## src/rtl/pcdr_pkg.sv

```systemverilog
`timescale 1ns / 1ps
// Shared types, codes and constants for the pair collision detect/resolve block.
// No dependencies; every other file of the block imports this package.
package pcdr_pkg;

   localparam int COORD_WIDTH_DEFAULT = 32;

   localparam logic [16:0] RESTITUTION_RESET = 17'd52429;
   localparam logic [16:0] ONE_Q             = 17'd65536;
   localparam logic [16:0] HALF_Q            = 17'd32768;

   // iterative divide / square-root unit geometry
   localparam int DVD_W      = 92;   // dividend: 64-bit speed times 28-bit direction
   localparam int DVS_W      = 58;   // divisor: squared direction length
   localparam int QUO_W      = 41;   // quotient bits produced
   localparam int REM_W      = 59;
   localparam int SQRT_IN_W  = 64;
   localparam int DIV_ITERS  = QUO_W;
   localparam int SQRT_ITERS = SQRT_IN_W / 2;

   // datapath micro-operations
   localparam logic [4:0] OP_NONE   = 5'd0;
   localparam logic [4:0] OP_LOAD_A = 5'd1;
   localparam logic [4:0] OP_LOAD_B = 5'd2;
   localparam logic [4:0] OP_DIFF   = 5'd3;
   localparam logic [4:0] OP_SQ     = 5'd4;
   localparam logic [4:0] OP_RSQ    = 5'd5;
   localparam logic [4:0] OP_HIT    = 5'd6;
   localparam logic [4:0] OP_SHR    = 5'd7;
   localparam logic [4:0] OP_SHL    = 5'd8;
   localparam logic [4:0] OP_DOT    = 5'd9;
   localparam logic [4:0] OP_NSQ    = 5'd10;
   localparam logic [4:0] OP_NEG    = 5'd11;
   localparam logic [4:0] OP_ESQ    = 5'd12;
   localparam logic [4:0] OP_SQRT   = 5'd13;
   localparam logic [4:0] OP_MASS   = 5'd14;
   localparam logic [4:0] OP_WDIV   = 5'd15;
   localparam logic [4:0] OP_W      = 5'd16;
   localparam logic [4:0] OP_FA     = 5'd17;
   localparam logic [4:0] OP_FB     = 5'd18;
   localparam logic [4:0] OP_PLO    = 5'd19;
   localparam logic [4:0] OP_PHI    = 5'd20;
   localparam logic [4:0] OP_QDIV   = 5'd21;
   localparam logic [4:0] OP_DA     = 5'd22;
   localparam logic [4:0] OP_DB     = 5'd23;
   localparam logic [4:0] OP_UPD    = 5'd24;

   typedef struct packed {
      logic [4:0] op;
      logic [1:0] axis;
      logic       sel_b;
   } pcdr_cmd_type;

   typedef struct packed {
      logic hit;
      logic mx_zero;
      logic norm_hi;
      logic norm_lo;
      logic s_neg;
      logic st_a;
      logic st_b;
      logic tot_zero;
      logic busy;
   } pcdr_stat_type;

endpackage

```

## src/rtl/pcdr_ctrl.sv

```systemverilog
`timescale 1ns / 1ps
// Controller: sequences datapath micro-operations and both handshakes.
// Depends on pcdr_pkg.
module pcdr_ctrl (
   input  logic                    clock,
   input  logic                    reset,
   input  logic                    req_valid,
   input  logic                    req_second,
   output logic                    req_stall,
   output logic                    rsp_valid,
   input  logic                    rsp_stall,
   output logic                    rsp_is_object_b,
   output logic                    rsp_last,
   output pcdr_pkg::pcdr_cmd_type  cmd,
   input  pcdr_pkg::pcdr_stat_type stat
);
   import pcdr_pkg::*;

   localparam logic [4:0] S_IDLE  = 5'd0;
   localparam logic [4:0] S_DIFF  = 5'd1;
   localparam logic [4:0] S_SQ    = 5'd2;
   localparam logic [4:0] S_RSQ   = 5'd3;
   localparam logic [4:0] S_HIT   = 5'd4;
   localparam logic [4:0] S_CHK   = 5'd5;
   localparam logic [4:0] S_NORM  = 5'd6;
   localparam logic [4:0] S_DOT   = 5'd7;
   localparam logic [4:0] S_NSQ   = 5'd8;
   localparam logic [4:0] S_SCHK  = 5'd9;
   localparam logic [4:0] S_ESQ   = 5'd10;
   localparam logic [4:0] S_SQRT  = 5'd11;
   localparam logic [4:0] S_SWAIT = 5'd12;
   localparam logic [4:0] S_WDIV  = 5'd13;
   localparam logic [4:0] S_WWAIT = 5'd14;
   localparam logic [4:0] S_W     = 5'd15;
   localparam logic [4:0] S_FA    = 5'd16;
   localparam logic [4:0] S_FB    = 5'd17;
   localparam logic [4:0] S_PLO   = 5'd18;
   localparam logic [4:0] S_PHI   = 5'd19;
   localparam logic [4:0] S_QDIV  = 5'd20;
   localparam logic [4:0] S_QWAIT = 5'd21;
   localparam logic [4:0] S_DA    = 5'd22;
   localparam logic [4:0] S_DB    = 5'd23;
   localparam logic [4:0] S_UPD   = 5'd24;
   localparam logic [4:0] S_OUTA  = 5'd25;
   localparam logic [4:0] S_OUTB  = 5'd26;

   logic [4:0] state_ff, state_in;
   logic [1:0] ax_ff, ax_in;
   logic       sel_ff, sel_in;

   always_comb begin
      state_in  = state_ff;
      ax_in     = ax_ff;
      sel_in    = sel_ff;
      cmd.op    = OP_NONE;
      cmd.axis  = ax_ff;
      cmd.sel_b = sel_ff;
      case (state_ff)
         S_IDLE: begin
            if (req_valid) begin
               if (req_second) begin
                  cmd.op   = OP_LOAD_B;
                  state_in = S_DIFF;
               end else begin
                  cmd.op = OP_LOAD_A;
               end
            end
         end
         S_DIFF: begin
            cmd.op   = OP_DIFF;
            ax_in    = 2'd0;
            state_in = S_SQ;
         end
         S_SQ: begin
            cmd.op = OP_SQ;
            ax_in  = ax_ff + 2'd1;
            if (ax_ff == 2'd2) begin
               state_in = S_RSQ;
            end
         end
         S_RSQ: begin
            cmd.op   = OP_RSQ;
            state_in = S_HIT;
         end
         S_HIT: begin
            cmd.op   = OP_HIT;
            state_in = S_CHK;
         end
         S_CHK: begin
            // coincident centres report the hit but change nothing
            if (!stat.hit || stat.mx_zero) begin
               state_in = S_OUTA;
            end else begin
               state_in = S_NORM;
            end
         end
         S_NORM: begin
            if (stat.norm_hi) begin
               cmd.op = OP_SHR;
            end else if (stat.norm_lo) begin
               cmd.op = OP_SHL;
            end else begin
               ax_in    = 2'd0;
               state_in = S_DOT;
            end
         end
         S_DOT: begin
            cmd.op   = OP_DOT;
            state_in = S_NSQ;
         end
         S_NSQ: begin
            cmd.op = OP_NSQ;
            ax_in  = ax_ff + 2'd1;
            state_in = (ax_ff == 2'd2) ? S_SCHK : S_DOT;
         end
         S_SCHK: begin
            if (!stat.s_neg) begin
               state_in = S_OUTA;
            end else begin
               cmd.op = OP_NEG;
               ax_in  = 2'd0;
               sel_in = 1'b0;
               state_in = (stat.st_a || stat.st_b) ? S_W : S_ESQ;
            end
         end
         S_ESQ: begin
            cmd.op = OP_ESQ;
            ax_in  = ax_ff + 2'd1;
            if (ax_ff == 2'd2) begin
               state_in = S_SQRT;
            end
         end
         S_SQRT: begin
            cmd.op   = OP_SQRT;
            state_in = S_SWAIT;
         end
         S_SWAIT: begin
            if (!stat.busy) begin
               cmd.op = OP_MASS;
               ax_in  = 2'd0;
               if (sel_ff) begin
                  sel_in   = 1'b0;
                  state_in = S_WDIV;
               end else begin
                  sel_in   = 1'b1;
                  state_in = S_ESQ;
               end
            end
         end
         S_WDIV: begin
            if (stat.tot_zero) begin
               state_in = S_W;
            end else begin
               cmd.op   = OP_WDIV;
               state_in = S_WWAIT;
            end
         end
         S_WWAIT: begin
            if (!stat.busy) begin
               state_in = S_W;
            end
         end
         S_W: begin
            cmd.op   = OP_W;
            state_in = S_FA;
         end
         S_FA: begin
            cmd.op   = OP_FA;
            state_in = S_FB;
         end
         S_FB: begin
            cmd.op   = OP_FB;
            ax_in    = 2'd0;
            state_in = S_PLO;
         end
         S_PLO: begin
            cmd.op   = OP_PLO;
            state_in = S_PHI;
         end
         S_PHI: begin
            cmd.op   = OP_PHI;
            state_in = S_QDIV;
         end
         S_QDIV: begin
            cmd.op   = OP_QDIV;
            state_in = S_QWAIT;
         end
         S_QWAIT: begin
            if (!stat.busy) begin
               state_in = S_DA;
            end
         end
         S_DA: begin
            cmd.op   = OP_DA;
            state_in = S_DB;
         end
         S_DB: begin
            cmd.op   = OP_DB;
            state_in = S_UPD;
         end
         S_UPD: begin
            cmd.op = OP_UPD;
            ax_in  = ax_ff + 2'd1;
            state_in = (ax_ff == 2'd2) ? S_OUTA : S_PLO;
         end
         S_OUTA: begin
            cmd.sel_b = 1'b0;
            if (!rsp_stall) begin
               state_in = S_OUTB;
            end
         end
         S_OUTB: begin
            cmd.sel_b = 1'b1;
            if (!rsp_stall) begin
               state_in = S_IDLE;
            end
         end
         default: begin
            state_in = S_IDLE;
         end
      endcase
   end

   always_ff @(posedge clock) begin
      if (reset) begin
         state_ff <= S_IDLE;
         ax_ff    <= 2'd0;
         sel_ff   <= 1'b0;
      end else begin
         state_ff <= state_in;
         ax_ff    <= ax_in;
         sel_ff   <= sel_in;
      end
   end

   assign req_stall       = (state_ff != S_IDLE);
   assign rsp_valid       = (state_ff == S_OUTA) || (state_ff == S_OUTB);
   assign rsp_is_object_b = (state_ff == S_OUTB);
   assign rsp_last        = (state_ff == S_OUTB);

   a_b_follows_a : assert property (@(posedge clock) disable iff (reset)
      (rsp_valid && !rsp_stall && !rsp_is_object_b) |=> (rsp_valid && rsp_is_object_b))
      else $error("object B result did not follow object A result");

   a_no_req_while_rsp : assert property (@(posedge clock) disable iff (reset)
      rsp_valid |-> req_stall)
      else $error("input taken while results pending");

   a_iter_not_busy : assert property (@(posedge clock) disable iff (reset)
      (cmd.op == OP_SQRT || cmd.op == OP_WDIV || cmd.op == OP_QDIV) |-> !stat.busy)
      else $error("iterative unit restarted while busy");

   a_load_on_accept : assert property (@(posedge clock) disable iff (reset)
      (cmd.op == OP_LOAD_A || cmd.op == OP_LOAD_B) |-> (req_valid && !req_stall))
      else $error("object load without an accepted transaction");

endmodule

```

## config.mk

```make
export PLATFORM = sky130hd
export DESIGN_NAME = pcdr_ctrl
export DESIGN_NICKNAME = d
export VERILOG_FILES = /design/src/rtl/pcdr_pkg.sv /design/src/rtl/pcdr_ctrl.sv
export SDC_FILE = /design/constraint.sdc
export NUM_CORES = 1
export LEC_CHECK = 0
export ABC_AREA = 1
export BUFFER_PORTS_ARGS = -buffer_cell sky130_fd_sc_hd__buf_2
export CAP_MARGIN = 30
export CORE_MARGIN = 2
export CORE_UTILIZATION = 43
export DETAILED_ROUTE_END_ITERATION = 6
export PLACE_DENSITY = 0.66
export RECOVER_POWER = 50
export SLEW_MARGIN = 25
export SYNTH_ARGS = -nofsm -noshare
export SYNTH_HDL_FRONTEND = slang
export SYNTH_SLANG_ARGS = --single-unit
```

## constraint.sdc

```tcl
create_clock -name clock -period 3.6 [get_ports clock]
set_input_delay 0.36 -clock clock [delete_from_list [all_inputs] [get_ports clock]]
set_output_delay 0.36 -clock clock [all_outputs]
set_load 0.005 [all_outputs]
```

Word level (Yosys, flattened, before mapping)
Cells that the tools add are included.
{"block": "word_totals", "inputBits": 14, "out_inout_bits": 12, "reg_bits": 8}
{"block": "op_classes", "eq_ne": 39, "addsub": 1, "reduce_logical": 13, "mux": 37}
{"cell": "$pmux 5 s27", "n": 1}
{"cell": "$pmux 5 s22", "n": 1}
{"cell": "$mux 5", "n": 13}
{"cell": "$eq 5x5->1 const B", "n": 11}
{"cell": "$eq 5x4->1 const B", "n": 8}
{"cell": "$mux 4", "n": 7}
{"cell": "$ne 2x2->1 const B", "n": 12}
{"cell": "$eq 5x3->1 const B", "n": 4}
{"cell": "$mux 2", "n": 6}
{"cell": "$reduce_and 11->1", "n": 1}
{"cell": "$eq 5x2->1 const B", "n": 2}
{"cell": "$pmux 2 s5", "n": 1}
{"cell": "$reduce_bool 5->1", "n": 2}
{"cell": "$mux 3", "n": 2}
{"cell": "$eq 5x1->1 const B", "n": 1}
{"cell": "$logic_not 5->1", "n": 1}
{"cell": "$reduce_and 5->1", "n": 1}
{"cell": "$mux 1", "n": 4}
{"cell": "$pmux 1 s2", "n": 2}
{"cell": "$reduce_or 4->1", "n": 1}
{"cell": "$logic_or 1x1->1", "n": 3}
{"cell": "$reduce_and 3->1", "n": 1}
{"cell": "$add 2x1->2 const B", "n": 1}
{"cell": "$eq 2x2->1 const B", "n": 1}
{"cell": "other kinds (3)", "n": 3}

Depth between registers and ports, before layout
Gate-level depths: netlist of the first run.
{"block": "logic_depth", "ltp_word": 4, "mapped_depth": 12, "depth_no_buf": 11}

Least setup slack after synthesis of the first run
OpenSTA, ideal clock, no wires.
{"block": "synth_timing", "path_kind": "register -> output", "startpoint": "register state_ff[4]", "endpoint": "output cmd[4] (netlist bit)", "path_buffers": 0, "slack_ns": 2.061, "required_time_ns": 3.240, "stages_incl_launch_ff": 8, "arrival_ns": 1.179, "cell_sequence": "dfxtp_1 > inv_2 > nand3_1 > nor2_2 > nand2_1 > nand2_1 > nor3_1 > o211ai_1"}
{"item": "from (decl)", "line_no": "pcdr_ctrl.sv:47", "source": "logic [4:0] state_ff, state_in;"}
{"item": "from (signal assigned)", "line_no": "pcdr_ctrl.sv:230", "source": "state_ff <= state_in;"}
{"item": "to (decl)", "line_no": "pcdr_ctrl.sv:14", "source": "output pcdr_pkg::pcdr_cmd_type cmd,"}

==> flow_summary.yaml, run 1 <==
worst_setup_path:
  critical_path_required_ns: 3.24
  crit_path_end_kind: "output pin"
  cp.arrival_ns: 2.24
  rr_worst_depth: 8
  r2r_slack_ns: 1.49
  r2r-start: "state_ff[4]"
  worstSetupStartpointType: "flip-flop"
  r2r_end: "state_ff[4]"
  crit_fanout: 15
  crit_type: "reg2out"
yosys:
  synth_xor_area_share_pct: 0
  synth_cells: 217
  synth-compound-area-share_pct: 10.6
  muxShareOfSynthArea_pct: 0
  synth_top_family_by_area: "simple AND/OR/NAND/NOR gates"
  synth_simple_gate_area_share_pct: 63.8
  ys_types: 28
  yosysTopAreaCellShare_pct: 21.3
  yosys_warnings: 0
  yosysTopAreaCell: "nand2_1"
  yosysSeqAreaShare_pct: 13.8
  synth_area_um2: 1160
  synth-adder-area-share_pct: 1.08
  netlist_top_cells_area: "nand2_1, dfxtp_1, nor2_1, nand3_1, inv_1"
  synth-seq-cells: 8
  syn_avg_cell_area_um2: 5.36
  syn_nets: 232
power_and_ir_drop:
  p_comb_share_pct: 48.0
  p_int_w: 0.000187
  power_density_nw_per_um2: 257
  p_sw_w: 0.000147
  pwr-share-clk_pct: 20.4
  p_sw_share_pct: 44.0
  ir_drop_mv: 0.246
  p_leak_nw: 0.746
  pwr-share-seq_pct: 31.5
timing:
  finalWorstPathRequiredPeriod_ns: 2.60
  post-route-period-util_pct: 72.3
  fmax_ghz: 0.384
  rsz0062_at_grt: "no"
  finClkSkew_ns: 0.000815
  maxSlewViolCount: 0
  slew_headroom_pct: 60.8
  finalHoldViolCount: 0
  worstMarginPinSlew_ns: 0.586
  setup-tns-final_ns: 0
  setup_viol: 0
floorplanning:
  die_area_um2: 3140
  die_x_um: 56.0
  ios: 26
  placement_rows: 18
  start_util_pct: 46.1
  core_area_um2: 2520
  die_h_um: 56.0
placed_design:
  io_buffers: 25
  dp.cells: 267
  place_hpwl_um: 2950
  place_congestion: 0.977
global_routing:
  grt_pass1_vias: 1288
  grt_pass1_wl_um: 5940
  grt_overflow: 0
  grt_start_max_net_pins: 16
  grtUsageTotal_pct: 23.2
  grt_antenna_before_repair: 0
finish:
  antennaDiodeCount: 0
  area_delta_synth_final_pct: 11.4
  post-route-util_pct: 51.4
  drive_gt1_share_pct: 19.6
  final_nets: 257
  finalNonFillerCells: 270
  fill_cells: 302
min_path:
  holdPathStages: 2
  hp-class: "in2reg"
  hold_end: "sel_ff"
  min_from: "reset"
clock_network:
  max-clock-path-buffers: 2
  numCtsBuffers: 3
  cts_hold_buf: 0
  cts.sinks: 8
  cts.reportedPaths.clkPinSlew_ns: 0.05
  insertion_delay_ns: 0.26
  postCtsSetupBuffers: 0
  cts_tree: "built"
  root_buffer: "clkbuf_4"
  ctsResizeCount: 0
  htree_levels: 1
drt:
  num_vias: 1511
  wl_per_cell_um: 13.2
  drt_iter0_markers: 116
  routed_wl_um: 3570
  drc: 0
  ant_nets: 0
  drt-vias-per-instance: 5.60
  drt_pass1_iterations: 5
run_status:
  status: "finished clean"
run:
  maxCapViolCount: 0
[flip-flops by register name, indices dropped and copies added (netlist names)]
| register | count |
|---|---|
| state_ff | 5 |
| ax_ff | 2 |
| sel_ff | 1 |
[area by class of cell]
type / instances / area [µm²] / share of cell area, %
clock buffers: 3 / 22.5 / 1.74
inverters: 23 / 86.3 / 6.66
multi-input cells: 181 / 866 / 66.8
flip-flops and latches: 8 / 160 / 12.4
well taps: 30 / 37.5 / 2.90
repair buffers: 25 / 124 / 9.56
[per-layer routing]
layer  up-vias  part of all wire (%)  global-route usage (%)
met1       645                    44                    33.5
li1        762                     -                       -
met2        95                    43                    35.8
met4         0                   1.4                    2.72
met3         9                    11                    5.35
met5         -                     0                       0
[through the flow]
stage / hold slack [ns] / area [µm²] / power (W) / setup slack (ns)
global route: 0.381 / 1300 / 0.000358 / 0.811
CTS: 0.366 / 1310 / 0.000337 / 1.16
floorplan: 0.468 / 1160 / 0.000219 / 2.06
global placement: 0.469 / 1290 / 0.000274 / 1.49
detailed placement: 0.472 / 1290 / 0.000268 / 1.44
finish: 0.369 / 1300 / 0.000333 / 0.997
[critical path, stage by stage (launching register included)]
cell      delay, ns
dfxtp_1        0.69
inv_1          0.31
nand3_1        0.19
nor2_1         0.09
nand2_1        0.11
nand2_1        0.08
nor3_1         0.25
o211ai_1       0.12
buf_2          0.14
[cells in the mapped netlist]
library cell,count
buf_2,1
o211ai_1,2
nor4_1,1
nand2_4,1
a21oi_1,8
buf_6,2
nor2_2,6
o221ai_1,1
nand4_1,6
nand2_1,66
a221oi_1,1
nand3_1,21
ha_1,1
nand3_2,6
inv_1,18
inv_2,5
nor2_4,1
nor2_1,39
nor3b_1,1
nand3b_1,2
nand2_2,5
buf_4,1
buf_1,1
o21ai_0,5
nor3_1,5
a32oi_1,1
o2111ai_1,2
dfxtp_1,8
[worst max path at each step]
stage                     start     end  slack [ns]  cells past startpoint
floorplan           state_ff[4]  cmd[4]        2.06                      7
global placement    state_ff[4]  cmd[4]        1.49                      8
detailed placement  state_ff[4]  cmd[4]        1.44                      8
CTS                 state_ff[4]  cmd[4]        1.16                      8
global route        state_ff[4]  cmd[4]        0.81                      8
finish              state_ff[4]  cmd[4]         1.0                      8
[logic make-up after synthesis]
family | count (synthesis)
compound gates | 20
fa+ha+maj | 1
buf+inv | 28
flops | 8
simple gates | 160
[cells in the final DEF, fill, tap and decap left out, types with 2 or more instances in the layout]
master,n
nand3b_1,2
a21oi_1,8
inv_1,19
buf_2,24
nor2_2,4
nor2_1,42
nand3_1,21
o21ai_0,5
nand2_1,66
nand3_2,6
nor3_1,5
dfxtp_1,8
inv_2,4
nand2_2,5
clkbuf_4,3
o2111ai_1,2
nand4_1,6
o211ai_1,2
[power groups by stage]
stage               Combinational [W]  Clock (W)  Sequential, W
floorplan                    0.000118          0       0.000101
global placement             0.000167          0       0.000107
detailed placement           0.000161          0       0.000106
CTS                          0.000162  0.0000702       0.000105
global route                 0.000179  0.0000727       0.000106
finish                       0.000160  0.0000681       0.000105
Note: power is estimated with default switching activity, not from simulation.
==> run 2, diff against run 1 <==
PLACE_DENSITY = 0.68   (was 0.66)
clock period = 2.15 ns   (was 3.6 ns; I/O delays follow)
==> run 2 against run 1 <==
Compared with the run above: flip-flop and latch count unchanged; design area up 1.6%; global-route usage up 0.37 points; register-to-register slack worse by 1.1 ns; cell count up 1.1%; setup slack worse by 0.82 ns; clock skew about the same; combinational power up 71%; sequential power up 67%; total power up 67%; non-clock buffer count up 3; clock-buffer cell count unchanged.
==> flow_summary.yaml, run 2 (same netlist as run 1, synthesis figures left out) <==
global_routing:
  grt_start_max_net_pins: 15
  grtUsageTotal_pct: 23.5
  grt_antenna_before_repair: 0
  grt_overflow: 0
  grt_pass1_wl_um: 6000
  grt_pass1_vias: 1356
drt:
  drt_iter0_markers: 82
  wl_per_cell_um: 13.3
  drt-vias-per-instance: 5.63
  routed_wl_um: 3630
  ant_nets: 0
  drt_pass1_iterations: 6
  drc: 0
  num_vias: 1537
worst_setup_path:
  path_depth: 8
  cp.arrival_ns: 1.75
  crit_fanout: 8
  r2r_slack_ns: 0.35
  worst_path_dominant_cell_family: "simple AND/OR/NAND/NOR gates"
  cpMostUsedCell: "nand2_1"
  critical_path_required_ns: 1.93
  critPathBufInv: 2
  r2r_end: "state_ff[2]"
  crit_path_end_kind: "output pin"
  worstSetupStartpoint: "state_ff[1]"
  slowest_delay_ns: 0.49
  r2r-start: "state_ff[1]"
  endpoint: "cmd[6]"
  crit_type: "reg2out"
  crit_chain: "inv_2 > nand2_1 > nor2_1 > nand3_1 > nand2_1 > nor3_1 > o2111ai_1 > buf_2"
  slowest_stage: "dfxtp_1"
  rr_worst_depth: 9
  worstSetupStartpointType: "flip-flop"
timing:
  worstMarginPinSlew_ns: 0.564
  setup-tns-final_ns: 0
  worst_slack_ns: 0.181
  finalHoldViolCount: 0
  maxSlewViolCount: 0
  finClkSkew_ns: 0.000445
  rsz0062_at_grt: "no"
  post-route-period-util_pct: 91.6
  fmax_ghz: 0.508
  finalWorstPathRequiredPeriod_ns: 1.97
  slew_headroom_pct: 62.3
  setup_viol: 0
finish:
  final_common_cell: "nand2_1"
  top_regs: "state_ff (5), ax_ff (2), sel_ff (1)"
  drive_gt1_share_pct: 21.0
  final_nets: 260
  antennaDiodeCount: 0
  final_cell_mix: "nand2_1, nor2_1, buf_2"
  largest_register_ffs: 5
  top_register: "state_ff"
  finalNonFillerCells: 273
  area_delta_synth_final_pct: 13.2
  fill_cells: 270
power_and_ir_drop:
  power_w: 0.000557
  p_leak_nw: 0.770
  power_density_nw_per_um2: 423
  ir_drop_mv: 0.490
clock_network:
  cts.reportedPaths.clkPinSlew_ns: 0.05
  cts_hold_buf: 0
  cts_tree: "built"
  htree_levels: 1
  postCtsSetupBuffers: 0
  ctsResizeCount: 0
  insertion_delay_ns: 0.25
  cts.sinks: 8
  root_buffer: "clkbuf_4"
  numCtsBuffers: 3
  max-clock-path-buffers: 2
floorplanning:
  die_x_um: 56.0
  die_area_um2: 3140
  core_area_um2: 2520
  placement_rows: 18
  die_h_um: 56.0
  ios: 26
  start_util_pct: 46.1
placed_design:
  dp.cells: 270
  dpl_worst_slack_ns: 0.490
  place_hpwl_um: 2990
  place_congestion: 1.06
  io_buffers: 25
run_status:
  status: "finished clean"
run:
  maxCapViolCount: 0
min_path:
  hp-class: "in2reg"
run 2: cell types whose count changed in the layout (fill, tap and decap cells not counted), sizes merged:
cell / delta
buf: +4
clkbuf: -1
run 2: layout make-up:
| cell class | count | area, µm² | share of cell area, % |
|---|---|---|---|
| multi-input combinational | 181 | 863 | 65.5 |
| sequential | 8 | 160 | 12.2 |
| timing repair buffer | 28 | 148 | 11.2 |
| inverter | 23 | 86.3 | 6.55 |
| tap | 30 | 37.5 | 2.85 |
| clock buffer | 3 | 22.5 | 1.71 |
run 2: how the worst min path moves through the flow:
stage / end / slack [ns] / start / cells past startpoint
2_1_floorplan: state_ff[0] / 0.40 / rsp_stall / 2
3_3_place_gp: ax_ff[0] / 0.47 / ax_ff[0] / 2
3_5_place_dp: ax_ff[0] / 0.47 / ax_ff[0] / 2
4_1_cts: ax_ff[0] / 0.24 / reset / 2
5_1_grt: state_ff[1] / 0.25 / reset / 2
6_report: state_ff[4] / 0.23 / reset / 2
run 2: layer usage:
metal / GRT usage [%] / vias up / routed length (µm)
met1: 32.6 / 657 / 1560
met4: 3.40 / 0 / 19
li1: - / 770 / -
met5: 0 / - / 0
met2: 35.5 / 102 / 1590
met3: 8.60 / 8 / 461
run 2: stage by stage:
step | hold WS [ns] | instance area, µm² | util (%)
global placement | 0.470 | 1310 | 51.9
detailed placement | 0.473 | 1310 | 51.9
floorplan | 0.405 | 1160 | -
CTS | 0.237 | 1330 | 52.8
finish | 0.234 | 1320 | 52.2
global route | 0.254 | 1320 | 52.2
run 2: where the power goes:
group          total [W]  leakage (nW)  switching, W  internal (W)
Sequential      0.000175        0.0647     0.0000165      0.000158
Combinational   0.000274         0.691      0.000179     0.0000942
Clock           0.000109        0.0138     0.0000454     0.0000635
Total           0.000557         0.770      0.000241      0.000316
==> run 3, diff against run 2 <==
ABC_AREA = unset   (was 1)
BUFFER_PORTS_ARGS = -buffer_cell sky130_fd_sc_hd__buf_4   (was -buffer_cell sky130_fd_sc_hd__buf_2)
CAP_MARGIN = 25   (was 30)
==> run 3 against run 2 <==
Compared with the run above: synthesized cell count shrank 17%; design area grew 15%; sequential share of layout area shrank 1.6 points; clock power grew 17%; core utilization grew 2.2 points; combinational power grew 140%; via count shrank 2.3%.
==> flow_summary.yaml, run 3 <==
run_status:
  status: "finished clean"
finish:
  largest_register_ffs: 5
  final_nets: 218
  drive_gt1_share_pct: 24.4
  final_cell_mix: "buf_4, a21oi_1, o21ai_0"
  finalNonFillerCells: 232
  top_regs: "state_ff (5), ax_ff (2), sel_ff (1)"
  area_delta_synth_final_pct: 20.1
  top_register: "state_ff"
  final_area_um2: 1520
  antennaDiodeCount: 0
  final_common_cell: "buf_4"
  fill_cells: 274
yosys:
  synth-seq-cells: 8
  syn_avg_cell_area_um2: 6.97
  synth_cells: 181
  ys.flop_type: "dfxtp_1"
  synth_common_cells: "a21oi_1, o21ai_0, buf_2"
  yosysTopAreaCellShare_pct: 12.7
  syn_nets: 196
  synth.most_common_cell: "a21oi_1"
  synth_edf_count: 0
  yosys_warnings: 0
  netlist_top_cells_area: "dfxtp_1, a21oi_1, o21ai_0, buf_2, o211ai_1"
  synth_area_um2: 1260
  async_flop_share_pct: 0
  yosysTopAreaCell: "dfxtp_1"
  yosysSeqAreaShare_pct: 12.7
  ys_types: 55
clock_network:
  insertion_delay_ns: 0.27
  numCtsBuffers: 3
  cts_tree: "built"
  max-clock-path-buffers: 2
  htree_levels: 1
  root_buffer: "clkbuf_4"
  postCtsSetupBuffers: 0
  cts.reportedPaths.clkPinSlew_ns: 0.07
  cts_hold_buf: 0
  ctsResizeCount: 0
  cts.sinks: 8
floorplanning:
  die_x_um: 58.2
  die_h_um: 58.2
  start_util_pct: 45.3
  ios: 26
  placement_rows: 19
  core_area_um2: 2780
  die_area_um2: 3380
drt:
  wl_per_cell_um: 16.1
  drt_pass1_iterations: 4
  routed_wl_um: 3740
  drc: 0
  drt_iter0_markers: 46
  ant_nets: 0
  drt-vias-per-instance: 6.47
  num_vias: 1502
timing:
  setup_viol: 0
  finalWorstPathRequiredPeriod_ns: 2.05
  finalHoldViolCount: 0
  fmax_ghz: 0.488
  setup-tns-final_ns: 0
  rsz0062_at_grt: "no"
  maxSlewViolCount: 0
  slew_headroom_pct: 69.7
  finClkSkew_ns: 0.0140
  post-route-period-util_pct: 95.4
  worstMarginPinSlew_ns: 0.447
power_and_ir_drop:
  power_density_nw_per_um2: 651
  ir_drop_mv: 0.574
  p_leak_nw: 0.560
  power_w: 0.000987
worst_setup_path:
  crit_path_end_kind: "output pin"
  cp.arrival_ns: 1.84
  worstSetupStartpointType: "flip-flop"
  critical_path_required_ns: 1.93
  crit_type: "reg2out"
  crit_fanout: 15
placed_design:
  dp.cells: 229
  io_buffers: 25
  place_hpwl_um: 2890
  place_congestion: 0.951
  placed_area_um2: 1490
global_routing:
  grt_antenna_before_repair: 0
  grt_start_max_net_pins: 29
  grt_pass1_vias: 1371
  grt_overflow: 0
  grtUsageTotal_pct: 23.9
  grt_pass1_wl_um: 6350
run:
  maxCapViolCount: 0
min_path:
  hp-class: "in2reg"
run 3: path summary, 6_finish.rpt:
check             slack, ns         from     endpoint  depth (start not counted)
setup / recovery        0.1  state_ff[2]       cmd[4]                          6
hold / removal         0.19        reset  state_ff[3]                          2
setup reg to reg       0.15  state_ff[4]     ax_ff[0]                          7
hold reg to reg        0.51     ax_ff[0]     ax_ff[0]                          2
run 3: metrics by stage:
stage	setup WS [ns]	hold WS [ns]	util, %
6_report	0.0991	0.193	54.5
5_1_grt	0.00462	0.202	54.5
4_1_cts	0.0503	0.182	54.5
3_5_place_dp	0.281	0.470	53.7
3_3_place_gp	0.243	0.466	53.7
2_1_floorplan	0.448	0.468	-
run 3: cells by family (layout without fill, tap and decap cells):
group	Yosys count	in the layout	synth area share, %
DFF	8	8	12.7
muxes	1	1	0.794
adders and majority gates	1	1	0.992
AOI/OAI and AO/OA	69	69	38.0
and+or+nand+nor	74	74	36.7
buffers and inverters	27	47	10.1
xor gates and xnor gates	1	1	0.695
run 3: power by group:
part | internal, W | switching [W] | leakage [nW] | total (W)
combinational | 0.000307 | 0.000364 | 0.481 | 0.000671
clock | 0.0000645 | 0.0000628 | 0.0138 | 0.000127
sequential | 0.000167 | 0.0000213 | 0.0648 | 0.000188
run 3: per-layer routing:
layer / vias up / GRT usage, % / wire (µm) / part of all wire (%)
li1: 734 / - / - / -
met1: 695 / 32.7 / 1590 / 42
met2: 65 / 37.5 / 1800 / 48
met3: 8 / 5.13 / 298 / 8.0
met4: 0 / 7.31 / 55 / 1.5
met5: - / 0 / 0 / 0
run 3: layout make-up:
type	count	area (µm²)	share of cell area (%)
Multi-Input combinational cell	146	976	64.4
Clock buffer	3	22.5	1.49
Inverter	6	22.5	1.49
Timing Repair Buffer	38	295	19.5
Tap cell	31	38.8	2.56
Sequential cell	8	160	10.6
run 3: critical path, stage by stage (launching register included):
cell      delay [ns]
dfxtp_1         0.34
buf_4           0.21
buf_6           0.18
nand2b_1        0.19
or3b_2          0.45
nand4_1         0.10
buf_4           0.11
